## src/hdl/bha_pkg.sv

```systemverilog
// ----------------------------------------------------------------------------
// bha_pkg
// Shared types, widths and helpers for the bitmap handle allocator.
// ----------------------------------------------------------------------------
package bha_pkg;

  // slot groups, each tracked by one 64-bit free mask
  localparam int GROUPS   = 16;
  localparam int GROUP_W  = $clog2(GROUPS);
  localparam int SLOT_W   = 6;
  localparam int SLOTS    = 1 << SLOT_W;
  localparam int BYTE_W   = SLOT_W - 3;
  localparam int HANDLE_W = 11;
  localparam int CMD_W    = 2;
  localparam int STATUS_W = 2;

  // stream word widths, rounded up to whole bytes
  localparam int S_DATA_W = 16;
  localparam int S_USER_W = 8;
  localparam int M_DATA_W = 16;

  typedef enum logic [CMD_W-1:0] {
    CMD_ALLOC = 2'd0,
    CMD_FREE  = 2'd1,
    CMD_QUERY = 2'd2,
    CMD_NOP   = 2'd3
  } cmd_e;

  typedef enum logic [STATUS_W-1:0] {
    STATUS_OK      = 2'd0,
    STATUS_FULL    = 2'd1,
    STATUS_INVALID = 2'd2
  } status_e;

  typedef enum logic [1:0] {
    ST_IDLE,
    ST_READ,
    ST_SCAN,
    ST_FINISH
  } state_e;

  typedef logic [SLOTS-1:0] mask_t;

  // position of the lowest set bit of one byte
  function automatic logic [2:0] lowest_in_byte(input logic [7:0] b);
    logic [2:0] pos;
    pos = 3'd0;
    for (int i = 7; i >= 0; i--) begin
      if (b[i]) pos = 3'(i);
    end
    return pos;
  endfunction

endpackage

```

## src/hdl/bitmap_handle_allocator_core.sv

```systemverilog
// ----------------------------------------------------------------------------
// bitmap_handle_allocator_core
// Allocates, frees and checks handles over groups of 64 slots, one free
// mask per group held in a small memory with a byte-wide slot search unit.
// ----------------------------------------------------------------------------
// Sequence: free, query, no-op and a full allocate pass through the read and
//   finish states; an allocate that finds a free group also passes through
//   the scan state, where the search unit examines mask bytes in turn (up to 8).
// Throughput: one word at a time; the next word is taken the cycle after
//   the result is registered, set by the mask memory read and the search unit.
// Reset: asynchronous, active low; every slot reads as free after reset
//   through per-group written bits, so no clearing pass is needed.
module bitmap_handle_allocator_core
  import bha_pkg::*;
(
  input  logic                clk_i,
  input  logic                rst_ni,
  // input words
  input  logic                s_axis_tvalid,
  output logic                s_axis_tready,
  input  logic [S_DATA_W-1:0] s_axis_tdata,   // [10:0] handle
  input  logic [S_USER_W-1:0] s_axis_tuser,   // [1:0] cmd
  // result words
  output logic                m_axis_tvalid,
  input  logic                m_axis_tready,
  output logic [M_DATA_W-1:0] m_axis_tdata    // [10:0] out_handle, [12:11] status,
                                              // [13] is_live
);

  localparam int GFIELD_W = HANDLE_W - SLOT_W;

  state_e state_q, state_d;

  // latched command
  cmd_e                cmd_q;
  logic [HANDLE_W-1:0] handle_q;
  logic [GROUP_W-1:0]  grp_q;
  logic [SLOT_W-1:0]   slot_q;
  logic                in_range_q;
  logic                found_q;
  logic [BYTE_W-1:0]   byte_q;

  // mask memory, written bits and per-group non-full flags
  mask_t               mem [GROUPS];
  mask_t               rd_q;
  logic                rd_vld_q;
  logic [GROUPS-1:0]   written_q;
  logic [GROUPS-1:0]   nonfull_q;

  // output register
  logic                out_valid_q;
  logic [HANDLE_W-1:0] out_handle_q;
  status_e             status_q;
  logic                live_q;

  logic                accept;
  logic                load;
  logic                mem_we;
  mask_t               word;
  mask_t               new_word;
  logic [7:0]          chunk;
  logic                slot_used;

  cmd_e                in_cmd;
  logic [HANDLE_W-1:0] in_handle;
  logic [HANDLE_W-1:0] in_id;
  logic [GFIELD_W-1:0] in_gfield;
  logic [GROUP_W-1:0]  alloc_grp;

  status_e             res_status;
  logic [HANDLE_W-1:0] res_handle;
  logic                res_live;

  assign in_cmd    = cmd_e'(s_axis_tuser[CMD_W-1:0]);
  assign in_handle = s_axis_tdata[HANDLE_W-1:0];
  assign in_id     = in_handle - HANDLE_W'(1);
  assign in_gfield = in_id[HANDLE_W-1:SLOT_W];

  assign s_axis_tready = (state_q == ST_IDLE);
  assign accept        = s_axis_tvalid && s_axis_tready;
  assign load          = (state_q == ST_FINISH) && (!out_valid_q || m_axis_tready);

  // lowest group that still has a free slot
  always_comb begin
    alloc_grp = '0;
    for (int i = GROUPS - 1; i >= 0; i--) begin
      if (nonfull_q[i]) alloc_grp = GROUP_W'(i);
    end
  end

  // mask word as read, unwritten groups are all free
  assign word      = rd_vld_q ? rd_q : '1;
  assign chunk     = word[{byte_q, 3'b000} +: 8];
  assign slot_used = !word[slot_q];

  // next state
  always_comb begin
    state_d = state_q;
    unique case (state_q)
      ST_IDLE:   if (accept) state_d = ST_READ;
      ST_READ:   state_d = (cmd_q == CMD_ALLOC && found_q) ? ST_SCAN : ST_FINISH;
      ST_SCAN:   if (chunk != 8'd0) state_d = ST_FINISH;
      ST_FINISH: if (load) state_d = ST_IDLE;
      default:   state_d = ST_IDLE;
    endcase
  end

  // result and mask update
  always_comb begin
    res_handle = handle_q;
    res_status = STATUS_OK;
    res_live   = 1'b0;
    new_word   = word;
    mem_we     = 1'b0;
    case (cmd_q)
      CMD_ALLOC: begin
        res_handle = '0;
        if (found_q) begin
          new_word   = word & ~(mask_t'(1) << slot_q);
          mem_we     = load;
          res_handle = HANDLE_W'({grp_q, slot_q}) + HANDLE_W'(1);
        end else begin
          res_status = STATUS_FULL;
        end
      end
      CMD_FREE: begin
        if (handle_q != '0) begin
          if (in_range_q && slot_used) begin
            new_word = word | (mask_t'(1) << slot_q);
            mem_we   = load;
          end else begin
            res_status = STATUS_INVALID;
          end
        end
      end
      CMD_QUERY: begin
        res_live = (handle_q == '0) || (in_range_q && slot_used);
      end
      default: begin
        res_live = 1'b0;
      end
    endcase
  end

  // control registers
  always_ff @(posedge clk_i or negedge rst_ni) begin
    if (!rst_ni) begin
      state_q     <= ST_IDLE;
      written_q   <= '0;
      nonfull_q   <= '1;
      out_valid_q <= 1'b0;
    end else begin
      state_q <= state_d;
      if (mem_we) begin
        written_q[grp_q] <= 1'b1;
        nonfull_q[grp_q] <= (new_word != '0);
      end
      if (load) begin
        out_valid_q <= 1'b1;
      end else if (m_axis_tready) begin
        out_valid_q <= 1'b0;
      end
    end
  end

  // command capture and slot search unit
  always_ff @(posedge clk_i) begin
    if (accept) begin
      cmd_q      <= in_cmd;
      handle_q   <= in_handle;
      found_q    <= (nonfull_q != '0);
      byte_q     <= '0;
      in_range_q <= (int'(in_gfield) < GROUPS);
      if (in_cmd == CMD_ALLOC) begin
        grp_q  <= alloc_grp;
        slot_q <= '0;
      end else begin
        grp_q  <= in_gfield[GROUP_W-1:0];
        slot_q <= in_id[SLOT_W-1:0];
      end
    end else if (state_q == ST_SCAN) begin
      if (chunk != 8'd0) begin
        slot_q <= {byte_q, lowest_in_byte(chunk)};
      end else begin
        byte_q <= byte_q + BYTE_W'(1);
      end
    end
  end

  // mask memory
  always_ff @(posedge clk_i) begin
    if (state_q == ST_READ) begin
      rd_q     <= mem[grp_q];
      rd_vld_q <= written_q[grp_q];
    end
    if (mem_we) begin
      mem[grp_q] <= new_word;
    end
  end

  // output register
  always_ff @(posedge clk_i) begin
    if (load) begin
      out_handle_q <= res_handle;
      status_q     <= res_status;
      live_q       <= res_live;
    end
  end

  assign m_axis_tvalid = out_valid_q;
  assign m_axis_tdata  = {2'b00, live_q, status_q, out_handle_q};

`ifndef SYNTHESIS
  // the non-full flag follows the mask that was written
  a_nonfull_tracks: assert property (@(posedge clk_i) disable iff (!rst_ni)
    mem_we |=> nonfull_q[$past(grp_q)] == ($past(new_word) != '0))
    else $error("non-full flag out of step with mask");

  // the slot search only runs on a group that has a free slot
  a_scan_bounded: assert property (@(posedge clk_i) disable iff (!rst_ni)
    (state_q == ST_SCAN && chunk == 8'd0) |-> (byte_q != '1))
    else $error("slot search ran past the last mask byte");

  // a waiting result is never overwritten
  a_no_overwrite: assert property (@(posedge clk_i) disable iff (!rst_ni)
    load |-> (!out_valid_q || m_axis_tready))
    else $error("result register overwritten");

  // an allocate that reports full saw no free group
  a_full_only_when_full: assert property (@(posedge clk_i) disable iff (!rst_ni)
    (load && cmd_q == CMD_ALLOC && !found_q) |-> (nonfull_q == '0))
    else $error("full reported while a group has a free slot");
`endif

endmodule

```

## config.mk

```make
export PLATFORM = sky130hd
export DESIGN_NAME = bitmap_handle_allocator_core
export DESIGN_NICKNAME = d
export VERILOG_FILES = /design/src/hdl/bha_pkg.sv /design/src/hdl/bitmap_handle_allocator_core.sv
export SDC_FILE = /design/constraint.sdc
export NUM_CORES = 1
export LEC_CHECK = 0
export BUFFER_PORTS_ARGS = -buffer_cell sky130_fd_sc_hd__buf_2
export CAP_MARGIN = 30
export CORE_ASPECT_RATIO = 0.7
export CORE_UTILIZATION = 50
export CTS_CLUSTER_SIZE = 40
export DETAILED_ROUTE_END_ITERATION = 6
export GPL_TIMING_DRIVEN = 0
export HOLD_SLACK_MARGIN = 0.08
export PLACE_DENSITY_LB_ADDON = 0.25
export SLEW_MARGIN = 20
export SYNTH_ARGS = -nofsm -noshare
export SYNTH_HDL_FRONTEND = slang
export SYNTH_SLANG_ARGS = --single-unit
```

## constraint.sdc

```tcl
create_clock -name clk_i -period 13.05 [get_ports clk_i]
set_input_delay 1.9575 -clock clk_i [delete_from_list [all_inputs] [get_ports clk_i]]
set_output_delay 1.9575 -clock clk_i [all_outputs]
set_load 0.03 [all_outputs]
```

Word level (Yosys, flattened, before mapping)
Memories as Yosys holds them, arrays and structs flattened. A register that Yosys moved wholly into a read port is not among the register bits.
Index checks and enable logic that the tools add are counted.
{"block": "word_totals", "ff_bits": 78, "ramBits": 1024, "inputBits": 28, "output_inout_bits": 18, "elab_cells": 121, "mem_count": 1}
{"block": "op_classes", "add_sub_neg": 3, "n_lt_le_gt_ge": 4, "n_eq_ne": 8, "shifts": 2, "n_mux": 60, "bitwise": 5, "n_reduce_logical": 23}
{"memory": "mem", "depth": 16, "word_bits": 64, "read_ports": 1, "rd_clocked_by_memory_dff": 1, "wr": 1, "line": "bitmap_handle_allocator_core.sv:44", "text": "mask_t mem [GROUPS];"}
{"cell": "$mux W64", "count": 4}
{"cell": "$pmux W64 S2", "count": 1}
{"cell": "$mux W4", "count": 17}
{"cell": "$and A64 B64 Y64", "count": 1}
{"cell": "$not A64 Y64", "count": 1}
{"cell": "$or A64 B64 Y64", "count": 1}
{"cell": "$reduce_bool A64 Y1", "count": 1}
{"cell": "$shiftx A64 B7 Y8", "count": 1}
{"cell": "$shl A1 B6 Y64 const A", "count": 1}
{"cell": "$mux W3", "count": 8}
{"cell": "$mux W6", "count": 4}
{"cell": "$mux W11", "count": 2}
{"cell": "$bwmux W16", "count": 1}
{"cell": "$or A16 B16 Y16", "count": 1}
{"cell": "$reduce_bool A16 Y1", "count": 1}
{"cell": "$mux W1", "count": 12}
{"cell": "$add A10 B1 Y11 const B", "count": 1}
{"cell": "$logic_not A11 Y1", "count": 1}
{"cell": "$reduce_bool A11 Y1", "count": 1}
{"cell": "$sub A11 B1 Y11 const B", "count": 1}
{"cell": "$mux W2", "count": 5}
{"cell": "$pmux W2 S4", "count": 1}
{"cell": "$reduce_bool A8 Y1", "count": 1}
{"cell": "$lt A6 B7 Y1 const B", "count": 1}
{"cell": "21 further kinds", "count": 36}

Longest topological paths before layout
{"block": "logic_depth", "ltp_word": 17, "ltp_mapped": 15, "mapped_depth_nobuf": 10}

Worst setup path before layout
OpenSTA, ideal clock, no wires.
{"block": "synth_path", "path_kind": "input-to-reg", "from": "input m_axis_tready", "to": "register nonfull_q[3]", "setup_time_ns": 0.089, "t_arrival_ns": 9.945, "t_required_ns": 12.961, "setup_slack_ns": 3.016, "stages": 7, "n_path_buf": 1, "cell_sequence": "nand2b_1 -> nand2_1 -> inv_1 -> nand2b_1 -> clkbuf_1 -> nor4_1 -> mux2_2"}
{"block": "synth_between", "elab_chain_cells": 5, "word_cells_on_any_way": 6, "cone_classes": "mux (4); reduce/logical (2)"}
{"item": "start, declared", "line": "bitmap_handle_allocator_core.sv:25", "text": "input logic m_axis_tready,"}
{"item": "$logic_or A1 B1 Y1 (*)", "line": "bitmap_handle_allocator_core.sv:81", "text": "assign load = (state_q == ST_FINISH) && (!out_valid_q || m_axis_tready);"}
{"item": "$logic_and A1 B1 Y1 (*)", "line": "bitmap_handle_allocator_core.sv:81"}
{"item": "via load", "line": "bitmap_handle_allocator_core.sv:57", "text": "logic load;"}
{"item": "$mux W1", "line": "bitmap_handle_allocator_core.sv:128", "text": "if (in_range_q && slot_used) begin"}
{"item": "$mux W1", "line": "bitmap_handle_allocator_core.sv:127", "text": "if (handle_q != '0) begin"}
{"item": "$pmux W1 S2 (*)", "line": "bitmap_handle_allocator_core.sv:115", "text": "case (cmd_q)"}
{"item": "end signal, assigned by index", "line": "bitmap_handle_allocator_core.sv:156", "text": "nonfull_q[grp_q] <= (new_word != '0);"}
{"item": "end, declared", "line": "bitmap_handle_allocator_core.sv:48", "text": "logic [GROUPS-1:0] nonfull_q;"}
The timed path passes the listed nets; every way through them passes the cells marked *.
A chain may end at the register's enable or synchronous reset.

Final worst setup path
{"block": "layout_path", "from": "register slot_q[0]", "to": "memory mem[3][26] in the netlist's numbering, enable pin"}
{"block": "layout_between", "elab_chain_cells": 9}
{"item": "start, declared", "line": "bitmap_handle_allocator_core.sv:38", "text": "logic [SLOT_W-1:0] slot_q;"}
{"item": "start signal, assigned", "line": "bitmap_handle_allocator_core.sv:179", "text": "slot_q <= in_id[SLOT_W-1:0];"}
{"item": "start signal, assigned", "line": "bitmap_handle_allocator_core.sv:183", "text": "slot_q <= {byte_q, lowest_in_byte(chunk)};"}
{"item": "$bmux W1 S6", "line": "bitmap_handle_allocator_core.sv:94", "text": "assign slot_used = !word[slot_q];"}
{"item": "$mux W1 (not written as such)", "line": "bitmap_handle_allocator_core.sv:94"}
{"item": "$logic_not A1 Y1", "line": "bitmap_handle_allocator_core.sv:94"}
{"item": "$logic_and A1 B1 Y1", "line": "bitmap_handle_allocator_core.sv:128"}
{"item": "$mux W1", "line": "bitmap_handle_allocator_core.sv:128"}
{"item": "$mux W1", "line": "bitmap_handle_allocator_core.sv:127"}
{"item": "$pmux W1 S2", "line": "bitmap_handle_allocator_core.sv:115"}
{"item": "$mux W1", "line": "bitmap_handle_allocator_core.sv:196", "text": "if (mem_we) begin"}
{"item": "$mux W1 (not written as such)", "line": "bitmap_handle_allocator_core.sv:197", "text": "mem[grp_q] <= new_word;"}
{"item": "end, declared", "line": "bitmap_handle_allocator_core.sv:44"}
Every way passes these cells. The select of a mux whose other input is x is not followed.

==> impl_results.html <==
<table>
<tr><th>Metric</th><th>Value</th></tr>
<tr><th colspan="2">Detailed routing</th></tr>
<tr><td>Starting DRT DRC Count</td><td>4048</td></tr>
<tr><td>Wire length after detailed routing</td><td>137000 um</td></tr>
<tr><td>Vias per cell</td><td>6.54</td></tr>
<tr><td>Via total after detailed routing</td><td>26800</td></tr>
<tr><td>Highest metal used</td><td>met4</td></tr>
<tr><td>Length of routed met3 wiring</td><td>14700 um</td></tr>
<tr><td>Post-route antenna net violation count</td><td>0</td></tr>
<tr><td>Post-route met1 wirelength</td><td>60100 um</td></tr>
<tr><td>Routed wire per std cell</td><td>33.3 um</td></tr>
<tr><td>Routed met2 length</td><td>58100 um</td></tr>
<tr><td>Remaining routing DRC violations</td><td>0</td></tr>
<tr><td>Initial DRT Pass Iterations</td><td>5</td></tr>
<tr><th colspan="2">Global routing</th></tr>
<tr><td>GRT Residual Overflow</td><td>0</td></tr>
<tr><td>Number of global-route vias before repair</td><td>26000</td></tr>
<tr><td>Initial antenna violation count</td><td>2</td></tr>
<tr><td>Total track usage</td><td>28.9%</td></tr>
<tr><td>Maximum number of pins on one net before global-route repair</td><td>37</td></tr>
<tr><td>Global-route wire length before repair</td><td>193000 um</td></tr>
<tr><th colspan="2">Clock network</th></tr>
<tr><td># clock sinks</td><td>1166</td></tr>
<tr><td>Number of CTS-inserted buffers</td><td>105</td></tr>
<tr><td>Library cell used as clock root buffer</td><td>sky130_fd_sc_hd__clkbuf_16</td></tr>
<tr><td>Hold-fix buffers at CTS</td><td>0</td></tr>
<tr><td>Post CTS Setup Buffer Count</td><td>0</td></tr>
<tr><td>CTS tree</td><td>built</td></tr>
<tr><td>Resized cells post-CTS</td><td>0</td></tr>
<tr><td>Max Buffers Root-to-Sink</td><td>3</td></tr>
<tr><td>Clock-pin slew on the worst setup and hold paths</td><td>0.07 ns</td></tr>
<tr><td>H-tree levels</td><td>3</td></tr>
<tr><td>Clock network latency to the later pin of the worst-skew pair</td><td>0.71 ns</td></tr>
<tr><th colspan="2">Placement</th></tr>
<tr><td>Final GP Congestion</td><td>1.04</td></tr>
<tr><td>Final HPWL DP</td><td>98700 um</td></tr>
<tr><td>IO buf count</td><td>32</td></tr>
<tr><td>Cell total after placement</td><td>3884</td></tr>
<tr><td>DP Worst Slack</td><td>7.26 ns</td></tr>
<tr><td>Instance area after placement</td><td>0.0514 sq mm</td></tr>
<tr><th colspan="2">Logic synthesis</th></tr>
<tr><td>Warnings, synthesis</td><td>0</td></tr>
<tr><td>Fraction of synthesis flops using an asynchronous set or reset pin</td><td>3.00%</td></tr>
<tr><td>Most used flip-flop cell after synthesis</td><td>sky130_fd_sc_hd__edfxtp_1</td></tr>
<tr><td>Portion of synthesized cell area occupied by the leading cell type</td><td>71.4%</td></tr>
<tr><td>Netlist Area Pre-Place</td><td>0.0474 sq mm</td></tr>
<tr><td>Count of distinct cell types in the synthesized netlist</td><td>73</td></tr>
<tr><td>Cell types occupying the most area after synthesis</td><td>sky130_fd_sc_hd__edfxtp_1 (71%), sky130_fd_sc_hd__mux4_2 (15%), sky130_fd_sc_hd__mux2i_1 (1.2%)</td></tr>
<tr><td>Syn Area/Cell</td><td>20.4 sq um</td></tr>
<tr><td>Most area-hungry cell type in the Yosys netlist</td><td>sky130_fd_sc_hd__edfxtp_1</td></tr>
<tr><td>Portion of the post-synthesis area used by sequential elements</td><td>73.4%</td></tr>
<tr><td>Yosys reg bits</td><td>1166</td></tr>
<tr><td>Cells after Synth</td><td>2323</td></tr>
<tr><td>EDFF count, synth</td><td>1128</td></tr>
<tr><th colspan="2">Timing</th></tr>
<tr><td>Worst clock skew</td><td>0.0374 ns</td></tr>
<tr><td>Post-route fraction of the period consumed by the critical path</td><td>47.0%</td></tr>
<tr><td>FMAX</td><td>163 MHz</td></tr>
<tr><td>Minimum clock period after layout</td><td>6.13 ns</td></tr>
<tr><td>Max-Slew Margin vs Limit</td><td>30.7%</td></tr>
<tr><td>Transition time at the pin with the least slew margin</td><td>1.04 ns</td></tr>
<tr><td>Final WS setup</td><td>6.92 ns</td></tr>
<tr><td>RSZ-0062 raised after global routing</td><td>false</td></tr>
<tr><td>Setup-failing EPs final</td><td>0</td></tr>
<tr><td>Summed negative setup slack over all endpoints</td><td>0 ns</td></tr>
<tr><td>Final Hold Violating Endpoints</td><td>0</td></tr>
<tr><td>Number of pins exceeding their max-slew limit in the final report</td><td>0</td></tr>
<tr><th colspan="2">Cells and area</th></tr>
<tr><td>Cell area after layout</td><td>0.0550 sq mm</td></tr>
<tr><td>Final-stage net count</td><td>2804</td></tr>
<tr><td>Commonest cells after routing, fill and taps aside</td><td>sky130_fd_sc_hd__edfxtp_1 (1128), sky130_fd_sc_hd__mux4_2 (325), sky130_fd_sc_hd__buf_2 (147), sky130_fd_sc_hd__buf_4 (144), sky130_fd_sc_hd__clkbuf_1 (119)</td></tr>
<tr><td>Layout cell share with drive strength beyond 1</td><td>33.1%</td></tr>
<tr><td>Commonest non-fill, non-tap cell in the layout</td><td>sky130_fd_sc_hd__edfxtp_1</td></tr>
<tr><td>Relative area change from synthesis to final layout</td><td>16.0%</td></tr>
<tr><td>Final cell count without fillers</td><td>4101</td></tr>
<tr><th colspan="2">Power and ir drop</th></tr>
<tr><td>Switching share of total power</td><td>29.8%</td></tr>
<tr><td>Relative contribution of combinational cells to total power</td><td>22.5%</td></tr>
<tr><td>Internal portion of total power</td><td>0.00715 W</td></tr>
<tr><td>Static leakage power</td><td>17.7 nW</td></tr>
<tr><td>Proportion of power drawn by flip-flops and latches</td><td>47.2%</td></tr>
<tr><td>Power Dens Cells</td><td>185 mW/mm^2</td></tr>
<tr><td>Overall power</td><td>0.0102 W</td></tr>
<tr><td>Highest ir drop seen on vdd</td><td>0.000120 V</td></tr>
<tr><td>Sw power</td><td>0.00303 W</td></tr>
<tr><td>Clock power frac</td><td>30.2%</td></tr>
<tr><th colspan="2">Worst setup path</th></tr>
<tr><td>Data arrival time at the worst-slack endpoint</td><td>6.54 ns</td></tr>
<tr><td>Longest individual stage delay on the worst path</td><td>0.78 ns</td></tr>
<tr><td>Worst path required time</td><td>13.46 ns</td></tr>
<tr><td>Element type at the critical path end</td><td>register</td></tr>
<tr><td>Crit Path Max Fanout</td><td>10</td></tr>
<tr><td>Critical path, cell by cell</td><td>buf_2, buf_2, mux2_2, o22ai_1, nor3_1, o21ai_0, a41oi_2, nand2b_1, clkbuf_1, nor4_2, buf_4, buf_2, buf_4, buf_2, buf_2, buf_4</td></tr>
<tr><td>Most prevalent standard cell on the critical path</td><td>sky130_fd_sc_hd__buf_2</td></tr>
<tr><td>Kind of start point of the critical path</td><td>register</td></tr>
<tr><td>Type of the setup path with the least slack</td><td>register to register</td></tr>
<tr><td>Max stage delay cell, worst path</td><td>sky130_fd_sc_hd__o21ai_0</td></tr>
<tr><th colspan="2">Outcome</th></tr>
<tr><td>Status</td><td>finished clean</td></tr>
<tr><th colspan="2">Worst hold path</th></tr>
<tr><td>Hold/Removal Path Class</td><td>register to register</td></tr>
<tr><th colspan="2">Floorplanning</th></tr>
<tr><td>Die Width</td><td>370 um</td></tr>
<tr><td>Vertical die dimension</td><td>260 um</td></tr>
<tr><td>Number of primary I/O pins</td><td>46</td></tr>
<tr><td>Initial Utilization</td><td>50.5%</td></tr>
<tr><td>Core area</td><td>0.0940 sq mm</td></tr>
<tr><td>Std cell rows</td><td>94</td></tr>
<tr><td>Die footprint</td><td>0.0961 sq mm</td></tr>
<tr><th colspan="2">Run</th></tr>
<tr><td>Max-cap violations</td><td>0</td></tr>
</table>
-- area by class of cell --
type	instances	area (sq um)
Fill cell	6810	39000
Sequential cell	1166	34800
Multi-Input combinational cell	978	12000
Clock buffer	128	2790
Timing Repair Buffer	333	2450
Tap cell	1248	1560
Buffer	156	644
Clock inverter	66	609
Inverter	24	90.1
Antenna cell	2	5.00
-- worst paths after layout --
kind	start	end	slack [ns]	depth (start not counted)
min in group asynchronous	rst_ni	written_q[0]	1.34	1
hold / removal	written_q[6]	written_q[6]	0.48	1
setup / recovery	slot_q[0]	mem[3][26]	6.92	16
hold reg to reg	written_q[6]	written_q[6]	0.48	1
max in group asynchronous	rst_ni	written_q[15]	11.20	1
setup reg to reg	slot_q[0]	mem[3][26]	6.92	16
-- sequential cells by signal (all words and copies together), names as in the netlist, 3 cells and up --
name	cells
handle_q	11
rd_q	64
mem	1024
written_q	16
byte_q	3
nonfull_q	16
out_handle_q	11
grp_q	4
slot_q	6
-- cells in the mapped netlist, drive strengths merged (4+ instances only) --
master      n
or2        22
nand4       7
clkbuf    110
mux2i      59
a22oi       9
and3        7
xor2        7
o31ai      11
o32a        9
nor4b       6
o21ai      78
o22ai      57
nor2       46
o31a       16
a211oi      8
nor4       21
dfrtp      19
mux2       24
a221oi     13
nand3      16
o32ai      20
nand2b     13
inv        24
nand3b      9
mux4      325
nor3       31
xnor2      11
buf        46
nor3b       4
o21bai      8
a21oi      14
o211ai      5
or4         5
or3         9
edfxtp   1128
o2111ai     6
ha         12
nand2      50
dfstp      16
-- per-stage QoR --
step | utilization [%] | hold WS [ns]
2_1_floorplan | - | 0.434
3_3_place_gp | 52.3 | 0.446
3_5_place_dp | 54.7 | 0.453
4_1_cts | 58.3 | 0.473
5_1_grt | 58.5 | 0.488
6_report | 58.5 | 0.478
-- kinds of logic after synthesis --
family	Yosys count	synth area share (%)
DFF	1166	73.4
adders and majority gates	12	0.317
buffers and inverters	180	1.52
and+or+nand+nor	261	3.02
other	1	0.00791
muxes	408	17.3
AOI/OAI and AO/OA	277	4.03
xor gates and xnor gates	18	0.332
-- layer usage --
layer  up-vias  global-route usage (%)
li1      10800                       -
met1     14200                    45.9
met2      1597                    40.4
met3       246                    6.77
met4         0                    7.37
met5         -                       0
-- power by group through the flow --
stage	registers, W	logic (W)	clock network [W]
finish	0.00481	0.00230	0.00308
global route	0.00481	0.00240	0.00325
CTS	0.00480	0.00222	0.00312
detailed placement	0.00487	0.00221	0
global placement	0.00490	0.00204	0
floorplan	0.00481	0.00132	0
-- worst max-delay path, delay by kind of cell, from the launching register on --
family	cells	cell delay (ns)
buffers and inverters	9	2.40
AOI/OAI and AO/OA	3	1.64
and+or+nand+nor	3	0.92
muxes	1	0.39
DFF	1	0.42
Note: power is estimated with default switching activity, not from simulation.
